File: src/rtl/core/rsd_pkg.sv
// Shared types, constants and helpers of the run-length stream decoder.
`timescale 1ns / 1ps
package rsd_pkg;

  localparam int OUT_LANES_DEF = 4;
  localparam int MAX_LANES     = 4;
  localparam int QUEUE_DEPTH   = 4;

  localparam logic [2:0] HDR_MAGIC_LEN = 3'd4;
  localparam logic [2:0] HDR_LEN       = 3'd5;

  localparam logic [7:0] CTRL_RUN_BIT = 8'h80;
  localparam logic [7:0] CTRL_LEN_MSK = 8'h7F;

  localparam logic [1:0] ST_OK    = 2'd0;
  localparam logic [1:0] ST_HDR   = 2'd1;
  localparam logic [1:0] ST_TRUNC = 2'd2;

  typedef enum logic [1:0] {
    OP_NONE,
    OP_LIT,
    OP_RUN
  } rsd_op_t;

  // One work command handed from the front to the back.
  typedef struct packed {
    rsd_op_t    op;
    logic [7:0] value;
    logic [7:0] run_len;
    logic       has_status;
    logic [1:0] status;
  } rsd_cmd_t;

  function automatic logic [7:0] magic_at(input logic [1:0] idx);
    logic [7:0] m;
    case (idx)
      2'd0:    m = 8'h41;  // 'A'
      2'd1:    m = 8'h52;  // 'R'
      2'd2:    m = 8'h30;  // '0'
      2'd3:    m = 8'h31;  // '1'
      default: m = 8'h00;
    endcase
    return m;
  endfunction

endpackage

File: src/rtl/core/rle_stream_decoder.sv
// Top level of the run-length stream decoder.
// Usage:
//   Input channel (in_valid / in_stall): one compressed byte per transfer on
//   data_byte, final_byte high on the last byte of a stream. A stream opens
//   with 'A','R','0','1' and one skipped byte, then control/data bytes.
//   Output channel (out_valid / out_stall): literal bytes one per transfer,
//   runs packed up to min(OUT_LANES, 4) bytes per transfer with run_end on the
//   last chunk, and after the final byte one status transfer (stream_end high,
//   byte_count 0, status 0 ok, 1 bad/short header, 2 truncated).
// Timing:
//   The front takes one byte per cycle while the four-entry command queue
//   has room. The back loads each command from the queue while idle, then
//   issues its transfers one per cycle while out_stall is low: a literal
//   byte takes one transfer, a run of L bytes ceil(L / lanes), and a status
//   transfer follows the data of the same byte or stands alone. The back
//   takes no new command until the current one is done.
//   When out_stall is high the output register holds; the back stops, the
//   queue fills and in_stall rises.
// Reset: rst clears the parser state, the queue and the output valid.
`timescale 1ns / 1ps
module rle_stream_decoder #(
  parameter int OUT_LANES = rsd_pkg::OUT_LANES_DEF
) (
  input  logic        clk,
  input  logic        rst,
  input  logic        in_valid,
  output logic        in_stall,
  input  logic [7:0]  data_byte,
  input  logic        final_byte,
  output logic        out_valid,
  input  logic        out_stall,
  output logic [31:0] out_bytes,
  output logic [2:0]  byte_count,
  output logic        run_end,
  output logic        stream_end,
  output logic [1:0]  status
);
  import rsd_pkg::*;

  rsd_cmd_t push_cmd;
  rsd_cmd_t head;
  logic     push;
  logic     pop;
  logic     q_empty;
  logic     q_full;

  rsd_front u_front (
    .clk        (clk),
    .rst        (rst),
    .in_valid   (in_valid),
    .in_stall   (in_stall),
    .data_byte  (data_byte),
    .final_byte (final_byte),
    .q_full     (q_full),
    .push       (push),
    .cmd        (push_cmd)
  );

  rsd_queue u_queue (
    .clk      (clk),
    .rst      (rst),
    .push     (push),
    .push_cmd (push_cmd),
    .pop      (pop),
    .head     (head),
    .empty    (q_empty),
    .full     (q_full)
  );

  rsd_back #(
    .OUT_LANES (OUT_LANES)
  ) u_back (
    .clk        (clk),
    .rst        (rst),
    .head       (head),
    .q_empty    (q_empty),
    .pop        (pop),
    .out_valid  (out_valid),
    .out_stall  (out_stall),
    .out_bytes  (out_bytes),
    .byte_count (byte_count),
    .run_end    (run_end),
    .stream_end (stream_end),
    .status     (status)
  );

endmodule

File: src/rtl/core/rsd_front.sv
// Front end: header check, control byte parsing and command generation.
`timescale 1ns / 1ps
module rsd_front (
  input  logic              clk,
  input  logic              rst,
  input  logic              in_valid,
  output logic              in_stall,
  input  logic [7:0]        data_byte,
  input  logic              final_byte,
  input  logic              q_full,
  output logic              push,
  output rsd_pkg::rsd_cmd_t cmd
);
  import rsd_pkg::*;

  typedef enum logic [1:0] {
    PH_CTRL,
    PH_RUNVAL,
    PH_LIT
  } phase_t;

  logic [2:0] header_position, header_position_next;
  phase_t     decode_phase, decode_phase_next;
  logic [7:0] literal_left, literal_left_next;
  logic [7:0] pending_run_length, pending_run_length_next;
  logic [1:0] error_code, error_code_next;
  logic       accept;

  assign in_stall = q_full;
  assign accept   = in_valid && !q_full;

  always_comb begin
    header_position_next    = header_position;
    decode_phase_next       = decode_phase;
    literal_left_next       = literal_left;
    pending_run_length_next = pending_run_length;
    error_code_next         = error_code;
    cmd.op                  = OP_NONE;
    cmd.value               = data_byte;
    cmd.run_len             = pending_run_length;
    cmd.has_status          = final_byte;
    cmd.status              = ST_OK;

    if (error_code == ST_OK) begin
      if (header_position < HDR_LEN) begin
        if (header_position < HDR_MAGIC_LEN &&
            data_byte != magic_at(header_position[1:0])) begin
          error_code_next = ST_HDR;
        end else begin
          header_position_next = header_position + 3'd1;
        end
      end else begin
        case (decode_phase)
          PH_CTRL: begin
            if ((data_byte & CTRL_RUN_BIT) != 8'h00) begin
              pending_run_length_next = (data_byte & CTRL_LEN_MSK) + 8'd1;
              decode_phase_next       = PH_RUNVAL;
            end else begin
              literal_left_next = (data_byte & CTRL_LEN_MSK) + 8'd1;
              decode_phase_next = PH_LIT;
            end
          end
          PH_RUNVAL: begin
            cmd.op                  = OP_RUN;
            pending_run_length_next = 8'd0;
            decode_phase_next       = PH_CTRL;
          end
          PH_LIT: begin
            cmd.op = OP_LIT;
            if (literal_left != 8'd0) begin
              literal_left_next = literal_left - 8'd1;
            end
            if (literal_left <= 8'd1) begin
              decode_phase_next = PH_CTRL;
            end
          end
          default: decode_phase_next = PH_CTRL;
        endcase
      end
    end

    if (error_code_next != ST_OK) begin
      cmd.status = error_code_next;
    end else if (header_position_next < HDR_LEN) begin
      cmd.status = ST_HDR;
    end else if (decode_phase_next != PH_CTRL) begin
      cmd.status = ST_TRUNC;
    end
  end

  assign push = accept && (cmd.op != OP_NONE || final_byte);

  always_ff @(posedge clk) begin
    if (rst || (accept && final_byte)) begin
      // the final byte returns the parser to its reset state
      header_position    <= 3'd0;
      decode_phase       <= PH_CTRL;
      literal_left       <= 8'd0;
      pending_run_length <= 8'd0;
      error_code         <= ST_OK;
    end else if (accept) begin
      header_position    <= header_position_next;
      decode_phase       <= decode_phase_next;
      literal_left       <= literal_left_next;
      pending_run_length <= pending_run_length_next;
      error_code         <= error_code_next;
    end
  end

endmodule

File: src/rtl/core/rsd_queue.sv
// Small command queue between the front and back ends.
`timescale 1ns / 1ps
module rsd_queue (
  input  logic              clk,
  input  logic              rst,
  input  logic              push,
  input  rsd_pkg::rsd_cmd_t push_cmd,
  input  logic              pop,
  output rsd_pkg::rsd_cmd_t head,
  output logic              empty,
  output logic              full
);
  import rsd_pkg::*;

  localparam int PW = (QUEUE_DEPTH > 1) ? $clog2(QUEUE_DEPTH) : 1;
  localparam int CW = $clog2(QUEUE_DEPTH + 1);
  localparam logic [PW-1:0] LAST = PW'(QUEUE_DEPTH - 1);
  localparam logic [CW-1:0] FULL_CNT = CW'(QUEUE_DEPTH);

  rsd_cmd_t      slots [QUEUE_DEPTH];
  logic [PW-1:0] wr_ptr;
  logic [PW-1:0] rd_ptr;
  logic [CW-1:0] count;
  logic          do_push;
  logic          do_pop;

  assign empty   = (count == '0);
  assign full    = (count == FULL_CNT);
  assign head    = slots[rd_ptr];
  assign do_push = push && !full;
  assign do_pop  = pop && !empty;

  always_ff @(posedge clk) begin
    if (do_push) begin
      slots[wr_ptr] <= push_cmd;
    end
  end

  always_ff @(posedge clk) begin
    if (rst) begin
      wr_ptr <= '0;
      rd_ptr <= '0;
      count  <= '0;
    end else begin
      if (do_push) begin
        wr_ptr <= (wr_ptr == LAST) ? '0 : wr_ptr + PW'(1);
      end
      if (do_pop) begin
        rd_ptr <= (rd_ptr == LAST) ? '0 : rd_ptr + PW'(1);
      end
      if (do_push && !do_pop) begin
        count <= count + CW'(1);
      end else if (do_pop && !do_push) begin
        count <= count - CW'(1);
      end
    end
  end

endmodule

File: src/rtl/core/rsd_back.sv
// Back end: expands commands into packed result transfers.
`timescale 1ns / 1ps
module rsd_back #(
  parameter int OUT_LANES = rsd_pkg::OUT_LANES_DEF
) (
  input  logic              clk,
  input  logic              rst,
  input  rsd_pkg::rsd_cmd_t head,
  input  logic              q_empty,
  output logic              pop,
  output logic              out_valid,
  input  logic              out_stall,
  output logic [31:0]       out_bytes,
  output logic [2:0]        byte_count,
  output logic              run_end,
  output logic              stream_end,
  output logic [1:0]        status
);
  import rsd_pkg::*;

  localparam int LANES = (OUT_LANES > MAX_LANES) ? MAX_LANES :
                         ((OUT_LANES < 1) ? 1 : OUT_LANES);
  localparam logic [2:0] LANES_N = 3'(LANES);

  typedef enum logic [1:0] {
    B_IDLE,
    B_DATA,
    B_STAT
  } bstate_t;

  bstate_t    bstate;
  rsd_cmd_t   cur;
  logic [7:0] left;
  logic [7:0] left_next;
  logic [2:0] chunk;
  logic [31:0] word;
  logic       out_free;

  assign out_free  = !out_valid || !out_stall;
  assign pop       = (bstate == B_IDLE) && !q_empty;
  assign chunk     = (left < 8'(LANES)) ? left[2:0] : LANES_N;
  assign left_next = left - 8'(chunk);

  always_comb begin
    for (int i = 0; i < MAX_LANES; i++) begin
      word[8*i +: 8] = (3'(i) < chunk) ? cur.value : 8'h00;
    end
  end

  always_ff @(posedge clk) begin
    if (rst) begin
      bstate    <= B_IDLE;
      out_valid <= 1'b0;
    end else begin
      case (bstate)
        B_IDLE: begin
          if (!out_stall) begin
            out_valid <= 1'b0;
          end
          if (!q_empty) begin
            cur    <= head;
            left   <= (head.op == OP_RUN) ? head.run_len : 8'd1;
            bstate <= (head.op == OP_NONE) ? B_STAT : B_DATA;
          end
        end
        B_DATA: begin
          if (out_free) begin
            out_valid  <= 1'b1;
            out_bytes  <= word;
            byte_count <= chunk;
            run_end    <= (left_next == 8'd0);
            stream_end <= 1'b0;
            status     <= ST_OK;
            left       <= left_next;
            if (left_next == 8'd0) begin
              bstate <= cur.has_status ? B_STAT : B_IDLE;
            end
          end
        end
        B_STAT: begin
          if (out_free) begin
            out_valid  <= 1'b1;
            out_bytes  <= 32'h0;
            byte_count <= 3'd0;
            run_end    <= 1'b0;
            stream_end <= 1'b1;
            status     <= cur.status;
            bstate     <= B_IDLE;
          end
        end
        default: bstate <= B_IDLE;
      endcase
    end
  end

endmodule

File: config.mk
export PLATFORM = sky130hd
export DESIGN_NAME = rle_stream_decoder
export DESIGN_NICKNAME = d
export VERILOG_FILES = /design/src/rtl/core/rsd_pkg.sv /design/src/rtl/core/rle_stream_decoder.sv /design/src/rtl/core/rsd_front.sv /design/src/rtl/core/rsd_queue.sv /design/src/rtl/core/rsd_back.sv
export SDC_FILE = /design/constraint.sdc
export NUM_CORES = 1
export LEC_CHECK = 0
export ABC_AREA = 1
export BUFFER_PORTS_ARGS = -buffer_cell sky130_fd_sc_hd__buf_2
export CAP_MARGIN = 40
export CORE_UTILIZATION = 50
export DETAILED_ROUTE_END_ITERATION = 6
export HOLD_SLACK_MARGIN = 0.1
export PLACE_DENSITY = 0.68
export REMOVE_ABC_BUFFERS = 1
export SETUP_SLACK_MARGIN = 0.05
export SYNTH_ARGS = -nofsm -noshare
export SYNTH_HDL_FRONTEND = slang
export SYNTH_SLANG_ARGS = --single-unit
export TNS_END_PERCENT = 20
File: constraint.sdc
create_clock -name clk -period 3.2 [get_ports clk]
set_input_delay 0.16 -clock clk [delete_from_list [all_inputs] [get_ports clk]]
set_output_delay 0.16 -clock clk [all_outputs]
set_load 0.05 [all_outputs]
# --- Word level (Yosys, flattened, before mapping) ---
# Memory sizes are Yosys's and may differ from the RTL's. A register that Yosys moved wholly into a read port is not among the register bits.
# Cells that the tools add are included.
word_totals:
  regBits: 91
  elab_cells: 168
  mem_count: 1
  output_inout_bits: 41
  ramBits: 84
memory_table:
  columns: ["memory", "words", "width", "read_ports", "rd_ports_with_merged_regs", "wr", "line_no", "text"]
  rows:
  - ["u_queue.slots", 4, 21, 1, 1, 1, "rsd_queue.sv:20", "rsd_cmd_t slots [QUEUE_DEPTH];"]
classes:
  n_lt_le_gt_ge: 9
  bitwise_logic: 3
  muxes: 64
  n_reduce_logical: 43
  n_addsub: 8
  eq_ne: 21
ops:
  columns: ["op", "count"]
  rows:
  - ["8-bit 2-to-1 mux", 12]
  - ["32-bit 2-to-1 mux", 2]
  - ["32-bit case mux with 2 select lines", 1]
  - ["8-bit case mux with 2 select lines", 3]
  - ["2-bit 2-to-1 mux", 23]
  - ["8-bit case mux with 4 select lines", 1]
  - ["3-bit 2-to-1 mux", 8]
  - ["2-bit nonzero test", 9]
  - ["2-bit equality test, second input constant", 7]
  - ["2-bit case mux with 2 select lines", 3]
  - ["4-bit AND reduction", 3]
  - ["2-bit zero test", 5]
  - ["2-bit by 1-bit inequality test with 1-bit output, second input constant", 5]
  - ["1-bit logical AND", 9]
  - ["3-bit less-than comparator, second input constant", 3]
  - ["7-bit by 1-bit adder with 8-bit output, second input constant", 1]
  - ["8-bit by 1-bit less-or-equal comparator with 1-bit output, second input constant", 1]
  - ["8-bit zero test", 1]
  - ["8-bit by 3-bit less-than comparator with 1-bit output, second input constant", 1]
  - ["2-bit inequality test, second input constant", 4]
  - ["8-bit inequality test", 1]
  - ["8-bit nonzero test", 1]
  - ["8-bit by 1-bit subtractor with 8-bit output, second input constant", 1]
  - ["8-bit by 3-bit subtractor with 8-bit output", 1]
  - ["19 further kinds", 42]

# --- Longest topological paths before layout ---
logic_depth:
  depth_word: 12
  depth_mapped: 16

# --- By module ---
# Synthesis repeated with hierarchy kept, for this count alone.
hier_totals:
  cells_unflattened: 743
  hier_area_um2: 7842.5
modules_own_cells:
  columns: ["mod", "area_per_inst_um2", "instances", "cells_per_inst"]
  rows:
  - ["rsd_queue", 3664.8, 1, 275]
  - ["rsd_back", 2529.9, 1, 215]
  - ["rsd_front", 1647.8, 1, 253]

# --- Least setup slack after synthesis ---
# OpenSTA, ideal clock, no wires.
synth_timing:
  kind: "register -> register"
  from: "register u_back.bstate[1]"
  to: "register u_back.byte_count[0], enable pin"
  period_less_slack_ns: 2.994
  n_path_buf: 0
  required_ns: 2.765
  setup_ns: 0.435
  t_arrival_ns: 2.559
  path_stages_with_launch: 6
  slack_ns: 0.206
  cell_sequence: "dfxtp_1 > inv_1 > ha_1 > inv_1 > a21oi_1 > nor2_1"
synth_between:
  elab_chain_cells: 3
  word_cells_on_any_way: 6
  classes_between: "4 x eq/ne; 2 x reduce/logical"
synth_rtl:
  columns: ["element", "line_no", "text"]
  rows:
  - ["start: declaration", "rsd_back.sv:31", "bstate_t bstate;"]
  - ["start signal: assignment", "rsd_back.sv:63", "bstate <= (head.op == OP_NONE) ? B_STAT : B_DATA;"]
  - ["start signal: assignment", "rsd_back.sv:76", "bstate <= cur.has_status ? B_STAT : B_IDLE;"]
  - ["2-bit equality test or 2-bit by 1-bit equality test with 1-bit output (tied branches)", "rsd_back.sv:55", "case (bstate)"]
  - ["2-bit by 1-bit inequality test with 1-bit output (no source line) or 2-bit nonzero test (tied branches)", null, null]
  - ["4-bit AND reduction (no source line) *", null, null]
  - ["end signal: assignment", "rsd_back.sv:70", "byte_count <= chunk;"]
  - ["end: declaration", "rsd_back.sv:14", "output logic [2:0] byte_count,"]
# Mark *: on every way between the ends. The rest lies on a longest branch, timed or not.
# A chain may end at the register's enable or synchronous reset.

==> reports/qor.yml <==
status: "finished, violations left"
violations: "design-rule violations"
rows: 44
wl_um: 15100
crit_arrival_ns: 2.97
drv_cap: 0
htreeDepth: 4
cts_buffers: 17
grt-ovfl-total: 0
synthFlopType: "edfxtp_1"
final.period_utilization_pct: 83.1
yosys.area.top_type_share_pct: 56.4
boundaryPins: 54
drtIter0Drc: 374
antenna_found_initial: 0
worstPathMaxFanout: 9
avgSynthCellArea_um2: 10.8
powerDensity_nw_per_um2: 861
grt_pass1_wl_um: 24500
drc: 14
tightest_slew_ns: 0.602
finalNonFillerCells: 976
num_vias: 5251
dieHeight_um: 125
synthCells: 700
place_inst: 933
cts.sinks: 177
syn2layout_area_growth_pct: 16.5
root_buffer: "clkbuf_16"
ir_worst_vdd_mv: 0.413
yosys_warnings: 0
first_pass_iters: 7
ys_ff_latch: 177
grt_pass1_vias: 5025
cts_buffer_depth: 2
period_minus_slack_ns: 2.66
power.leakage_uw: 0.00346
gp_congestion: 0.932
slew_headroom_pct: 59.6
r2r_cells: 15
yosys.area.top_type: "edfxtp_1"
min_path_type: "input pin to register"
power.switching_uw: 2730
die_area_um2: 15600
fmax_ghz: 0.376
yosysSeqAreaShare_pct: 65.7
hold_viol: 0
layout-drive-gt1-share_pct: 14.9
synthTopCellsByArea: "edfxtp_1, dfxtp_1, nor2_1, o21ai_0, nand2_1"
power_frac_seq_pct: 41.5
drt-vias-per-instance: 5.38
clk_pin_slew_ns: 0.07
cts_setup_buffers: 0
synthArstFlopShare_pct: 0
crit_type: "register to register"
cp-start-kind: "register"
synth_edf_count: 142
setup_viol: 0
netlist_area_um2: 7560
port_buffers: 53
initial_utilization_pct: 51.6
grt.total_usage_pct: 20.4
diodes: 0
synth.distinct_cells: 42
fin_worst_skew_ns: 0.00972
maxSlewViolCount: 0
fp.dieW_um: 125
wl_per_cell_um: 15.5
ant_nets: 0
setup_ws_ns: 0.542
nets: 811
hpwl_um: 10200
whs_path_depth: 4
clock_latency_ns: 0.43
setup_tns_ns: 0
combPwrFrac_pct: 30.4
p_clk_share_pct: 28.0
core_um2: 14600
intPower_uw: 4850
rsz0062_at_grt: "no"
switching_share_pct: 36.0
end_kind: "register"
dp_worst_setup_slack_ns: 0.629
critPathRequiredTime_ns: 3.51
grt_max_degree: 40
cts_tree: "yes"
## area by class of cell
type | instances | area, um2
clock buffers | 19 | 433
flip-flops and latches | 177 | 4960
repair buffers | 77 | 473
fillers | 1140 | 5840
clock inverters | 13 | 173
well taps | 184 | 230
multi-input cells | 423 | 2220
inverters | 83 | 312
## cells in the mapped netlist, types with 3 or more instances
cell type and n:
a21oi_1 33, a22o_1 3, a31oi_1 3, buf_2 6, clkbuf_1 10, dfxtp_1 35, edfxtp_1 142, ha_1 18
inv_1 80, nand2_1 88, nand2_2 8, nand3_1 16, nand4_1 7, nor2_1 108, nor2_2 4, nor3_1 7
o211ai_1 4, o21ai_0 73, o22ai_1 19, xnor2_1 3, xor2_1 7
## flip-flops by register name, summed over array words and instances (netlist names), 3 cells and up, named ones only
register and count:
u_queue.slots 84, u_back.out_bytes 32, u_back.cur 11, u_back.left 8, u_front.literal_left 8, u_front.pending_run_length 8, u_back.byte_count 3, u_front.header_position 3
u_queue.count 3
## worst max-delay path: stages (launching register included)
cell     delay [ns]
dfxtp_1        0.38
inv_1          0.11
a21oi_1        0.18
nand2_1        0.14
nor2_1         0.30
nor2_1         0.08
nand2_1        0.08
nand2_2        0.12
inv_1          0.09
ha_1           0.13
inv_1          0.07
fa_1           0.38
a21oi_1        0.14
o21ai_0        0.12
o21ai_0        0.18
a21oi_1        0.06
## stage by stage
step	instance area (um2)	utilization, %	power (uW)	hold WS [ns]
after global routing	8810	60.1	7970	0.247
after detailed placement	8090	55.3	5510	0.439
final	8810	60.1	7580	0.219
after CTS	8810	60.1	7630	0.199
after floorplan	7490	-	4850	0.232
after global placement	8090	55.3	5420	0.426
## power by group through the flow
stage                     registers (uW)  clock network, uW  logic [uW]
final                               3150               2130        2310
after global placement              3180                  0        2240
after CTS                           3150               2150        2330
after floorplan                     3700                  0        1160
after detailed placement            3200                  0        2310
after global routing                3190               2240        2540
## what timing repair did
item	in CTS	in global routing
endpoints found under the hold margin	39	0
hold buffers	11	0
resized for setup	0	0
## logic make-up (layout without fill, tap and decap cells)
logic type                 after synthesis  after routing  synth area share, %
DFF                                    177            177                 65.7
adders and majority gates               19             19                 3.24
and+or+nand+nor                        247            247                 14.1
AOI/OAI and AO/OA                      146            146                 10.7
xor gates and xnor gates                10             10                 1.16
buffers and inverters                  100            192                 5.06
other                                    1              1               0.0496
## cell usage in the layout (no fill, tap or decap), types with 3 or more instances in the layout
cell type	n
edfxtp_1	142
nor2_1	107
nand2_1	88
inv_1	80
o21ai_0	73
buf_2	53
dfxtp_1	35
a21oi_1	33
o22ai_1	19
ha_1	18
clkbuf_16	17
nand3_1	16
buf_4	13
dlygate4sd3_1	11
nand2_2	8
nor3_1	7
nand4_1	7
xor2_1	7
o211ai_1	4
nor2_2	4
inv_6	4
nor2_4	3
a22o_1	3
xnor2_1	3
a31oi_1	3
bufinv_16	3
## layer usage
| metal | share of wire (%) | track usage (%) | vias to the layer above |
|---|---|---|---|
| met5 | 0 | 0 | - |
| li1 | - | - | 2564 |
| met3 | 4.0 | 4.15 | 22 |
| met2 | 50 | 34.8 | 131 |
| met4 | 1.8 | 9.18 | 0 |
| met1 | 44 | 25.1 | 2534 |
## path summary, 6_finish.rpt
| path | startpoint | to | slack [ns] |
|---|---|---|---|
| worst max-delay path | u_front.header_position[0]$_SDFFE_PP0P_ | u_queue.count[2]$_SDFFE_PP0P_ | 0.54 |
| worst min-delay path | in_valid | u_front.header_position[0]$_SDFFE_PP0P_ | 0.22 |
| worst max register to register | u_front.header_position[0]$_SDFFE_PP0P_ | u_queue.count[2]$_SDFFE_PP0P_ | 0.54 |
| worst min register to register | u_front.literal_left[5]$_SDFFE_PP0P_ | u_front.literal_left[5]$_SDFFE_PP0P_ | 0.49 |
No activity file was read; power rests on OpenSTA's default activity.
